--- src/hdl/bed_pkg.sv ---
// types, character codes and helper functions for the backslash escape decoder
`timescale 1ns / 1ps

package bed_pkg;

  // most result words one input word can cause
  localparam int unsigned MaxResults = 3;
  localparam int unsigned CntW       = 2;

  // decoder modes
  typedef enum logic [4:0] {
    MODE_NORMAL    = 5'b00001,
    MODE_BACKSLASH = 5'b00010,
    MODE_OCTAL     = 5'b00100,
    MODE_HEX       = 5'b01000,
    MODE_STOPPED   = 5'b10000
  } mode_t;

  // character codes
  localparam logic [7:0] CH_BSL   = 8'h5C;
  localparam logic [7:0] CH_LOW_A = 8'h61;
  localparam logic [7:0] CH_LOW_B = 8'h62;
  localparam logic [7:0] CH_LOW_C = 8'h63;
  localparam logic [7:0] CH_LOW_E = 8'h65;
  localparam logic [7:0] CH_LOW_F = 8'h66;
  localparam logic [7:0] CH_LOW_N = 8'h6E;
  localparam logic [7:0] CH_LOW_R = 8'h72;
  localparam logic [7:0] CH_LOW_T = 8'h74;
  localparam logic [7:0] CH_LOW_V = 8'h76;
  localparam logic [7:0] CH_LOW_X = 8'h78;
  localparam logic [7:0] CH_ZERO  = 8'h30;
  localparam logic [7:0] CH_BEL   = 8'h07;
  localparam logic [7:0] CH_BS    = 8'h08;
  localparam logic [7:0] CH_ESC   = 8'h1B;
  localparam logic [7:0] CH_FF    = 8'h0C;
  localparam logic [7:0] CH_LF    = 8'h0A;
  localparam logic [7:0] CH_CR    = 8'h0D;
  localparam logic [7:0] CH_HT    = 8'h09;
  localparam logic [7:0] CH_VT    = 8'h0B;
  localparam logic [7:0] CH_NUL   = 8'h00;

  // digit limits of the numeric escapes
  localparam logic [CntW-1:0] OctDigits = 2'd3;
  localparam logic [CntW-1:0] HexDigits = 2'd2;

  // one result word
  typedef struct packed {
    logic [7:0] out_byte;
    logic       byte_valid;
    logic       stop_seen;
  } res_t;

  // results of one input word
  typedef struct packed {
    res_t [MaxResults-1:0] item;
    logic [CntW-1:0]       n;
  } res_list_t;

  // hex digit lookup: valid flag and value
  typedef struct packed {
    logic       ok;
    logic [3:0] val;
  } hex_dig_t;

  // append a result, dropping anything past the limit
  function automatic res_list_t emit(res_list_t l, logic [7:0] b, logic v, logic s);
    res_list_t r;
    r = l;
    if (l.n < CntW'(MaxResults)) begin
      r.item[l.n] = '{out_byte: b, byte_valid: v, stop_seen: s};
      r.n         = l.n + 1'b1;
    end
    return r;
  endfunction

  // push out whatever a pending sequence stands for
  function automatic res_list_t flush_pend(res_list_t l, mode_t m, logic [7:0] acc,
                                           logic [CntW-1:0] dc);
    res_list_t r;
    r = l;
    unique case (m)
      MODE_BACKSLASH: r = emit(r, CH_BSL, 1'b1, 1'b0);
      MODE_OCTAL:     r = emit(r, (dc != '0) ? acc : CH_NUL, 1'b1, 1'b0);
      MODE_HEX: begin
        if (dc != '0) begin
          r = emit(r, acc, 1'b1, 1'b0);
        end else begin
          r = emit(r, CH_BSL, 1'b1, 1'b0);
          r = emit(r, CH_LOW_X, 1'b1, 1'b0);
        end
      end
      default: r = l;
    endcase
    return r;
  endfunction

  // hex digit value of a character
  function automatic hex_dig_t hex_digit(logic [7:0] b);
    hex_dig_t h;
    h.ok  = 1'b0;
    h.val = 4'd0;
    if (b >= 8'h30 && b <= 8'h39) begin
      h.ok  = 1'b1;
      h.val = 4'(b - 8'h30);
    end else if (b >= 8'h61 && b <= 8'h66) begin
      h.ok  = 1'b1;
      h.val = 4'(b - 8'h57);
    end else if (b >= 8'h41 && b <= 8'h46) begin
      h.ok  = 1'b1;
      h.val = 4'(b - 8'h37);
    end
    return h;
  endfunction

endpackage

--- src/hdl/backslash_escape_decoder.sv ---
// top level: streaming backslash escape decoder with a result buffer
`timescale 1ns / 1ps

// Echo-style backslash escape decoder.
// Input channel (in_*): one text byte per word in in_tdata, in_tlast on the
// final byte of a message. Output channel (out_*): decoded bytes in
// out_tdata, out_tuser = {stop_seen, byte_valid}, out_tlast on the last
// result word caused by an input word. An input word may cause zero to three
// result words; a word causing none leaves no trace on the output.
// Configuration: cfg_data[0] set to 1 turns escape decoding on, 0 passes
// bytes straight through. Write it only while the block is idle.
// The first result of a word is registered and shown the cycle after acceptance.
// Throughput: one input word per cycle while each causes at most one result
// and the receiver keeps out_tready high; a word with more results holds the
// result buffer until all have left, since the buffer drains one word per cycle
// while out_tready is high. The decode itself is a single pass of logic between
// the mode registers and the result buffer. A new input word is taken in the
// same cycle the buffer's last word leaves. When the receiver stalls, the buffer
// holds and in_tready stays low while it holds results. Reset clears the mode, the buffer and turns escapes off.
module backslash_escape_decoder (
  input  logic                 clk,
  input  logic                 rst_n,
  // input stream
  input  logic                 in_tvalid,
  output logic                 in_tready,
  input  logic [7:0]           in_tdata,   // [7:0] text_byte
  input  logic                 in_tlast,   // end_of_message
  // result stream
  output logic                 out_tvalid,
  input  logic                 out_tready,
  output logic [7:0]           out_tdata,  // [7:0] out_byte
  output logic [1:0]           out_tuser,  // [0] byte_valid, [1] stop_seen
  output logic                 out_tlast,  // last_in_run
  // configuration write
  input  logic                 cfg_valid,
  output logic                 cfg_ready,
  input  logic [0:0]           cfg_data    // [0] escapes_enabled
);
  import bed_pkg::*;

  logic            esc_en_r;
  mode_t           mode_r, mode_nxt;
  logic [7:0]      acc_r, acc_nxt;
  logic [CntW-1:0] dc_r, dc_nxt;
  res_list_t       dec_res;
  res_list_t       buf_r;
  logic [CntW-1:0] cnt_r;
  logic [CntW-1:0] rd_r;
  logic            in_take;
  logic            out_take;
  logic            out_end;

  // configuration register
  assign cfg_ready = 1'b1;

  always_ff @(posedge clk) begin
    if (!rst_n) begin
      esc_en_r <= 1'b0;
    end else if (cfg_valid && cfg_ready) begin
      esc_en_r <= cfg_data[0];
    end
  end

  // handshakes
  assign out_tvalid = (cnt_r != '0);
  assign out_end    = (rd_r == cnt_r - 1'b1);
  assign out_take   = out_tvalid && out_tready;
  assign in_tready  = (cnt_r == '0) || (out_tready && out_end);
  assign in_take    = in_tvalid && in_tready;

  // decode one byte against the current mode
  always_comb begin : decode
    mode_t      m;
    logic [7:0] acc;
    logic [CntW-1:0] dc;
    logic [7:0] b;
    hex_dig_t   h;
    res_list_t  r;
    m   = mode_r;
    acc = acc_r;
    dc  = dc_r;
    b   = in_tdata;
    h   = hex_digit(b);
    r   = '0;

    if (esc_en_r) begin
      unique case (m)
        MODE_BACKSLASH: begin
          m = MODE_NORMAL;
          case (b)
            CH_BSL:   r = emit(r, CH_BSL, 1'b1, 1'b0);
            CH_LOW_A: r = emit(r, CH_BEL, 1'b1, 1'b0);
            CH_LOW_B: r = emit(r, CH_BS,  1'b1, 1'b0);
            CH_LOW_E: r = emit(r, CH_ESC, 1'b1, 1'b0);
            CH_LOW_F: r = emit(r, CH_FF,  1'b1, 1'b0);
            CH_LOW_N: r = emit(r, CH_LF,  1'b1, 1'b0);
            CH_LOW_R: r = emit(r, CH_CR,  1'b1, 1'b0);
            CH_LOW_T: r = emit(r, CH_HT,  1'b1, 1'b0);
            CH_LOW_V: r = emit(r, CH_VT,  1'b1, 1'b0);
            CH_LOW_C: begin
              r = emit(r, CH_NUL, 1'b0, 1'b1);
              m = MODE_STOPPED;
            end
            CH_ZERO: begin
              m   = MODE_OCTAL;
              acc = '0;
              dc  = '0;
            end
            CH_LOW_X: begin
              m   = MODE_HEX;
              acc = '0;
              dc  = '0;
            end
            default: begin
              r = emit(r, CH_BSL, 1'b1, 1'b0);
              r = emit(r, b, 1'b1, 1'b0);
            end
          endcase
        end
        MODE_OCTAL: begin
          if (b[7:3] == CH_ZERO[7:3] && dc < OctDigits) begin
            acc = {acc[4:0], b[2:0]};
            dc  = dc + 1'b1;
            if (dc >= OctDigits) begin
              r   = emit(r, acc, 1'b1, 1'b0);
              m   = MODE_NORMAL;
              acc = '0;
              dc  = '0;
            end
          end else begin
            r   = flush_pend(r, m, acc, dc);
            acc = '0;
            dc  = '0;
            if (b == CH_BSL) m = MODE_BACKSLASH;
            else begin
              m = MODE_NORMAL;
              r = emit(r, b, 1'b1, 1'b0);
            end
          end
        end
        MODE_HEX: begin
          if (h.ok && dc < HexDigits) begin
            acc = {acc[3:0], h.val};
            dc  = dc + 1'b1;
            if (dc >= HexDigits) begin
              r   = emit(r, acc, 1'b1, 1'b0);
              m   = MODE_NORMAL;
              acc = '0;
              dc  = '0;
            end
          end else begin
            r   = flush_pend(r, m, acc, dc);
            acc = '0;
            dc  = '0;
            if (b == CH_BSL) m = MODE_BACKSLASH;
            else begin
              m = MODE_NORMAL;
              r = emit(r, b, 1'b1, 1'b0);
            end
          end
        end
        MODE_STOPPED: begin
          m = MODE_STOPPED;
        end
        default: begin
          if (b == CH_BSL) m = MODE_BACKSLASH;
          else begin
            m = MODE_NORMAL;
            r = emit(r, b, 1'b1, 1'b0);
          end
        end
      endcase
    end else if (m != MODE_STOPPED) begin
      // pass-through, after flushing any pending sequence
      r   = flush_pend(r, m, acc, dc);
      m   = MODE_NORMAL;
      acc = '0;
      dc  = '0;
      r   = emit(r, b, 1'b1, 1'b0);
    end

    // end of message: flush and return to reset values
    if (in_tlast) begin
      r   = flush_pend(r, m, acc, dc);
      m   = MODE_NORMAL;
      acc = '0;
      dc  = '0;
    end

    mode_nxt = m;
    acc_nxt  = acc;
    dc_nxt   = dc;
    dec_res  = r;
  end

  // mode registers
  always_ff @(posedge clk) begin
    if (!rst_n) begin
      mode_r <= MODE_NORMAL;
      acc_r  <= '0;
      dc_r   <= '0;
    end else if (in_take) begin
      mode_r <= mode_nxt;
      acc_r  <= acc_nxt;
      dc_r   <= dc_nxt;
    end
  end

  // result buffer: loaded per input word, drained one word per cycle while out_tready is high
  always_ff @(posedge clk) begin
    if (!rst_n) begin
      cnt_r <= '0;
      rd_r  <= '0;
    end else if (in_take) begin
      cnt_r <= dec_res.n;
      rd_r  <= '0;
    end else if (out_take) begin
      if (out_end) begin
        cnt_r <= '0;
        rd_r  <= '0;
      end else begin
        rd_r <= rd_r + 1'b1;
      end
    end
  end

  always_ff @(posedge clk) begin
    if (in_take) begin
      buf_r <= dec_res;
    end
  end

  // output word
  assign out_tdata = buf_r.item[rd_r].out_byte;
  assign out_tuser = {buf_r.item[rd_r].stop_seen, buf_r.item[rd_r].byte_valid};
  assign out_tlast = out_end;

endmodule
--- config.mk ---
export PLATFORM = sky130hd
export DESIGN_NAME = backslash_escape_decoder
export DESIGN_NICKNAME = d
export VERILOG_FILES = /design/src/hdl/bed_pkg.sv /design/src/hdl/backslash_escape_decoder.sv
export SDC_FILE = /design/constraint.sdc
export NUM_CORES = 1
export LEC_CHECK = 0
export BUFFER_PORTS_ARGS = -buffer_cell sky130_fd_sc_hd__buf_2
export CORE_MARGIN = 2
export CORE_UTILIZATION = 32
export CTS_BUF_LIST = sky130_fd_sc_hd__clkbuf_8 sky130_fd_sc_hd__clkbuf_16
export DETAILED_ROUTE_END_ITERATION = 6
export REMOVE_ABC_BUFFERS = 1
export SLEW_MARGIN = 15
export SYNTH_ARGS = -nofsm -noshare
export SYNTH_HDL_FRONTEND = slang
export SYNTH_SLANG_ARGS = --single-unit
--- constraint.sdc ---
create_clock -name clk -period 4.2 [get_ports clk]
set_input_delay 0.63 -clock clk [delete_from_list [all_inputs] [get_ports clk]]
set_output_delay 0.63 -clock clk [all_outputs]
set_load 0.05 [all_outputs]
Yosys cells after proc, flatten, opt, wreduce, memory -nomap -nowiden
Index checks and enable logic that the tools add are counted.
Storage, ports and cells
  flip-flop bits (word level): 50
  latch bits: 0
  memory bits (writable): 0
  ROM bits: 0
  input port bits: 15
  output and inout port bits: 14
  word-level logic and storage cells: 235
  memories kept: 0
Cells by class
  $add $sub $neg: 14
  $mul: 0
  div/mod/pow operators: 0
  order comparisons: 35
  equality and inequality tests: 22
  shift operators: 0
  multiplexer cells: 109
  bitwise gates (word level): 13
  reductions and logical operators: 27
Operators by type and width (count)
  32-bit 2-to-1 mux: 31
  32-bit one-hot mux with 11 select lines: 1
  32-bit one-hot mux with 3 select lines: 2
  30-bit bitwise mux: 6
  10-bit demux with 2-bit select: 8
  12-bit 2-to-1 mux: 13
  32-bit one-hot mux with 4 select lines: 1
  10-bit 2-to-1 mux: 9
  8-bit by 7-bit == test with 1-bit output (second input constant): 11
  8-bit 2-to-1 mux: 10
  15-bit NOT: 4
  5-bit 2-to-1 mux: 10
  15-bit AND: 2
  5-bit by 15-bit AND with 15-bit output: 2
  15-bit OR: 2
  5-bit by 15-bit OR with 15-bit output: 2
  2-bit by 3-bit < comparator with 1-bit output (second input constant): 9
  2-bit 2-to-1 mux: 13
  8-bit one-hot mux with 3 select lines: 1
  2-bit by 1-bit adder with 2-bit output (second input constant): 10
  10-bit binary-select mux with 2-bit select: 1
  2-bit < comparator (second input constant): 10
  5-bit one-hot mux with 4 select lines: 1
  2-bit by 1-bit >= comparator with 1-bit output (second input constant): 8
  25 further kinds: 53

Depth between registers and ports, before layout
  depth after elaboration: 51
  depth in mapped cells: 13
  mapped depth without buffers: 11

Least setup slack after synthesis
OpenSTA, ideal clock, no wires.
  path type: input to register
  start: input port in_tdata[0]
  end: register buf_r[23] (netlist bit), data pin
  setup time: 0.261 ns
  arrival time: 3.183 ns
  required time: 3.939 ns
  slack: 0.756 ns
  stages: 12
  buffers on the path: 2
  cell sequence: clkbuf_1 inv_1 ha_1 nand2_1 or4_1 clkbuf_1 ha_1 nand3_1 a31oi_1 o211ai_2 nor3_2 a311o_1
RTL lines
  start: declaration: RTL line backslash_escape_decoder.sv:26  | input logic [7:0] in_tdata,
  end signal: assignment: RTL line backslash_escape_decoder.sv:229  | buf_r <= dec_res;
  end: declaration: RTL line backslash_escape_decoder.sv:46  | res_list_t buf_r;

==> impl_metrics.json <==
{
  "status": "completed",
  "yosysMostFrequentCell": "nand2_1",
  "rsz0062_at_grt": "false",
  "place.gp.congestion": 0.977,
  "grt.busiest_layer": "met2",
  "synth-seq-cells": 48,
  "cts_resized": 0,
  "crit_chain": "buf_2, inv_1, ha_1, nand2_1, or4_1, ha_1, nand3_1, a31oi_1, o211ai_2, nor3_4, nand2_1, o22ai_1",
  "antenna_found_initial": 0,
  "drt_iter0_drc": 508,
  "grt_pass1_vias": 4105,
  "routed_wl_um": 15100,
  "hp-start": "cnt_r[1]",
  "holdPathStages": 2,
  "cts_made_buffers": 5,
  "setup_tns_ps": 0,
  "ys_top_cells_by_count": "70 x nand2_1, 44 x o21ai_0, 38 x nor2_1",
  "first_pass_iters": 5,
  "p_per_area_nw_per_um2": 270,
  "grt_max_degree": 31,
  "track_usage": 0.219,
  "startpoint": "in_tdata[0]",
  "synth-edff-count": 28,
  "cts_tree": "done",
  "final_area_um2": 4680,
  "ys_seq_area_frac": 0.302,
  "fmax_mhz": 271,
  "synth_ff_type": "edfxtp_1",
  "placedCellCount": 710,
  "period_share": 0.879,
  "worst_pin_slew_ps": 809,
  "fin_cells": 718,
  "design.core.area_um2": 12600,
  "cts_hold_buf": 0,
  "worstSkewPairLatency_ps": 300,
  "synthDistinctLibCells": 75,
  "slew_viol_final": 0,
  "p_leak_nw": 1.67,
  "relSlewSlack": 0.459,
  "worst-endpoint-required_ps": 4330,
  "rr_startpoint": "mode_r[3]",
  "dp_hpwl_um": 11500,
  "clock_skew_ps": 12.7,
  "area_growth_pct": 13.8,
  "critPathSlowestCell": "or4_1",
  "synth_top_cell_area_share": 0.204,
  "cp-start-kind": "primary input",
  "clock-sinks": 48,
  "cts-root-buf": "clkbuf_16",
  "post_drt_wl_per_cell_um": 21.0,
  "h-tree-depth": 2,
  "crit_arrival_ps": 3820,
  "vdd_drop_max_mv": 0.132,
  "initial_core_util": 0.327,
  "place_area_um2": 4490,
  "antenna_cells": 0,
  "finalSetupViolCount": 0,
  "cts_max_path_buffers": 2,
  "die_h_um": 117,
  "dieArea_um2": 13800,
  "yosysWarnings": 0,
  "use_met1": 0.294,
  "worstPathMaxFanout": 13,
  "min_period_ps": 3690,
  "cpPeakStageDelay_ps": 780,
  "reg2reg_depth": 8,
  "post-cts-setup-buffers": 0,
  "setup_ws_ps": 510,
  "synth_top_area_cell": "edfxtp_1",
  "drc": 0,
  "viasPerCell": 6.07,
  "grt_use_met2": 0.346,
  "cp-end-kind": "flop",
  "dr_total_vias": 4358,
  "io_buffers": 27,
  "hold_viol": 0,
  "syn_inst": 526,
  "dp_slack_ps": 276,
  "path_class": "in -> reg",
  "crit_buf_inv": 2,
  "drive_gt1_frac": 0.136,
  "cp.depth": 12,
  "hold_path.class": "reg -> reg",
  "grt_overflow": 0,
  "syn_avg_cell_area_um2": 7.82,
  "power_mw": 1.26,
  "critical_path.top_delay_family": "simple AND/OR/NAND/NOR gates",
  "finalNetCount": 573,
  "grt_pass1_wl_um": 23900,
  "io_pins": 29,
  "met3_usage": 0.0477,
  "syn_area_um2": 4110,
  "antenna_left": 0,
  "clk_pin_slew_ps": 70,
  "die_x_um": 117,
  "placementRows": 41,
  "synthArstFlopShare": 0,
  "synth.area.top_cells": "edfxtp_1 20%, dfxtp_1 9.7%, nand2_1 6.4%",
  "cap_violations": 0
}
## final timing paths
kind                    to  slack, ps
setup / recovery  buf_r[4]        510
hold / removal    cnt_r[1]        450
setup reg to reg  buf_r[4]        960
hold reg to reg   cnt_r[1]        450
## flip-flops by register name, summed over array words and instances (netlist names)
| name | cells |
|---|---|
| buf_r | 28 |
| acc_r | 8 |
| mode_r | 5 |
| cnt_r | 2 |
| dc_r | 2 |
| rd_r | 2 |
| esc_en_r | 1 |
## worst reg2reg max path: stages (launching register included)
cell      delay [ps]
dfxtp_1          490
or3b_2           540
or3_1            470
a211oi_4         510
nor4_2           100
o22a_2           290
nor3_4           330
nand2_1          170
o22ai_1          170
## area by class of cell
class / count / area [um2]
fillers: 1284 / 7890
multi-input cells: 425 / 2670
flip-flops and latches: 48 / 1240
repair buffers: 50 / 308
well taps: 172 / 215
clock buffers: 5 / 125
clock inverters: 3 / 68.8
inverters: 15 / 56.3
## stage by stage
stage,hold WS (ps),utilization
2_1_floorplan,431,-
3_3_place_gp,444,0.357
3_5_place_dp,444,0.357
4_1_cts,453,0.372
5_1_grt,470,0.372
6_report,449,0.372
## placed cells by master, fill, tap and decap left out, drive strengths merged, types with 3 or more instances in the layout
master	n
or3	3
buf	50
edfxtp	28
a31oi	9
nand2	70
a21o	8
a211oi	5
nor3b	3
o32ai	3
a22oi	6
a32oi	8
and2	6
inv	15
and3	5
a21oi	31
a22o	6
nor3	18
or2	4
ha	13
clkbuf	5
nor4	5
or4	5
dfxtp	20
o221ai	8
mux2i	15
nor2b	11
o21ai	52
nor2	38
a21boi	5
o211ai	11
o21a	5
o22ai	8
nand2b	7
nand3	15
nand3b	3
xnor2	4
## where the power goes
part	total [mW]	switching (mW)	internal, mW
clock	0.540	0.196	0.344
sequential	0.524	0.00706	0.517
combinational	0.198	0.142	0.0562
total	1.26	0.346	0.917
## metal layers
metal  up-vias  wire length (um)  part of all wire
met3        44              1250             0.083
met2       242              6800              0.45
met5         -                 0                 0
met1      2057              6470              0.43
met4         0               565             0.037
li1       2015                 -                 -
## kinds of logic (layout without fill, tap and decap cells)
kind of cell	after synthesis	count (layout)	share of synthesized area
and+or+nand+nor	206	206	0.257
AOI/OAI and AO/OA	183	183	0.298
buffers and inverters	53	73	0.0499
DFF	48	48	0.302
muxes	17	17	0.0420
adders and majority gates	13	13	0.0396
xor gates and xnor gates	5	5	0.0106
other	1	1	0.000912
Power figures use the tool's default switching activity.
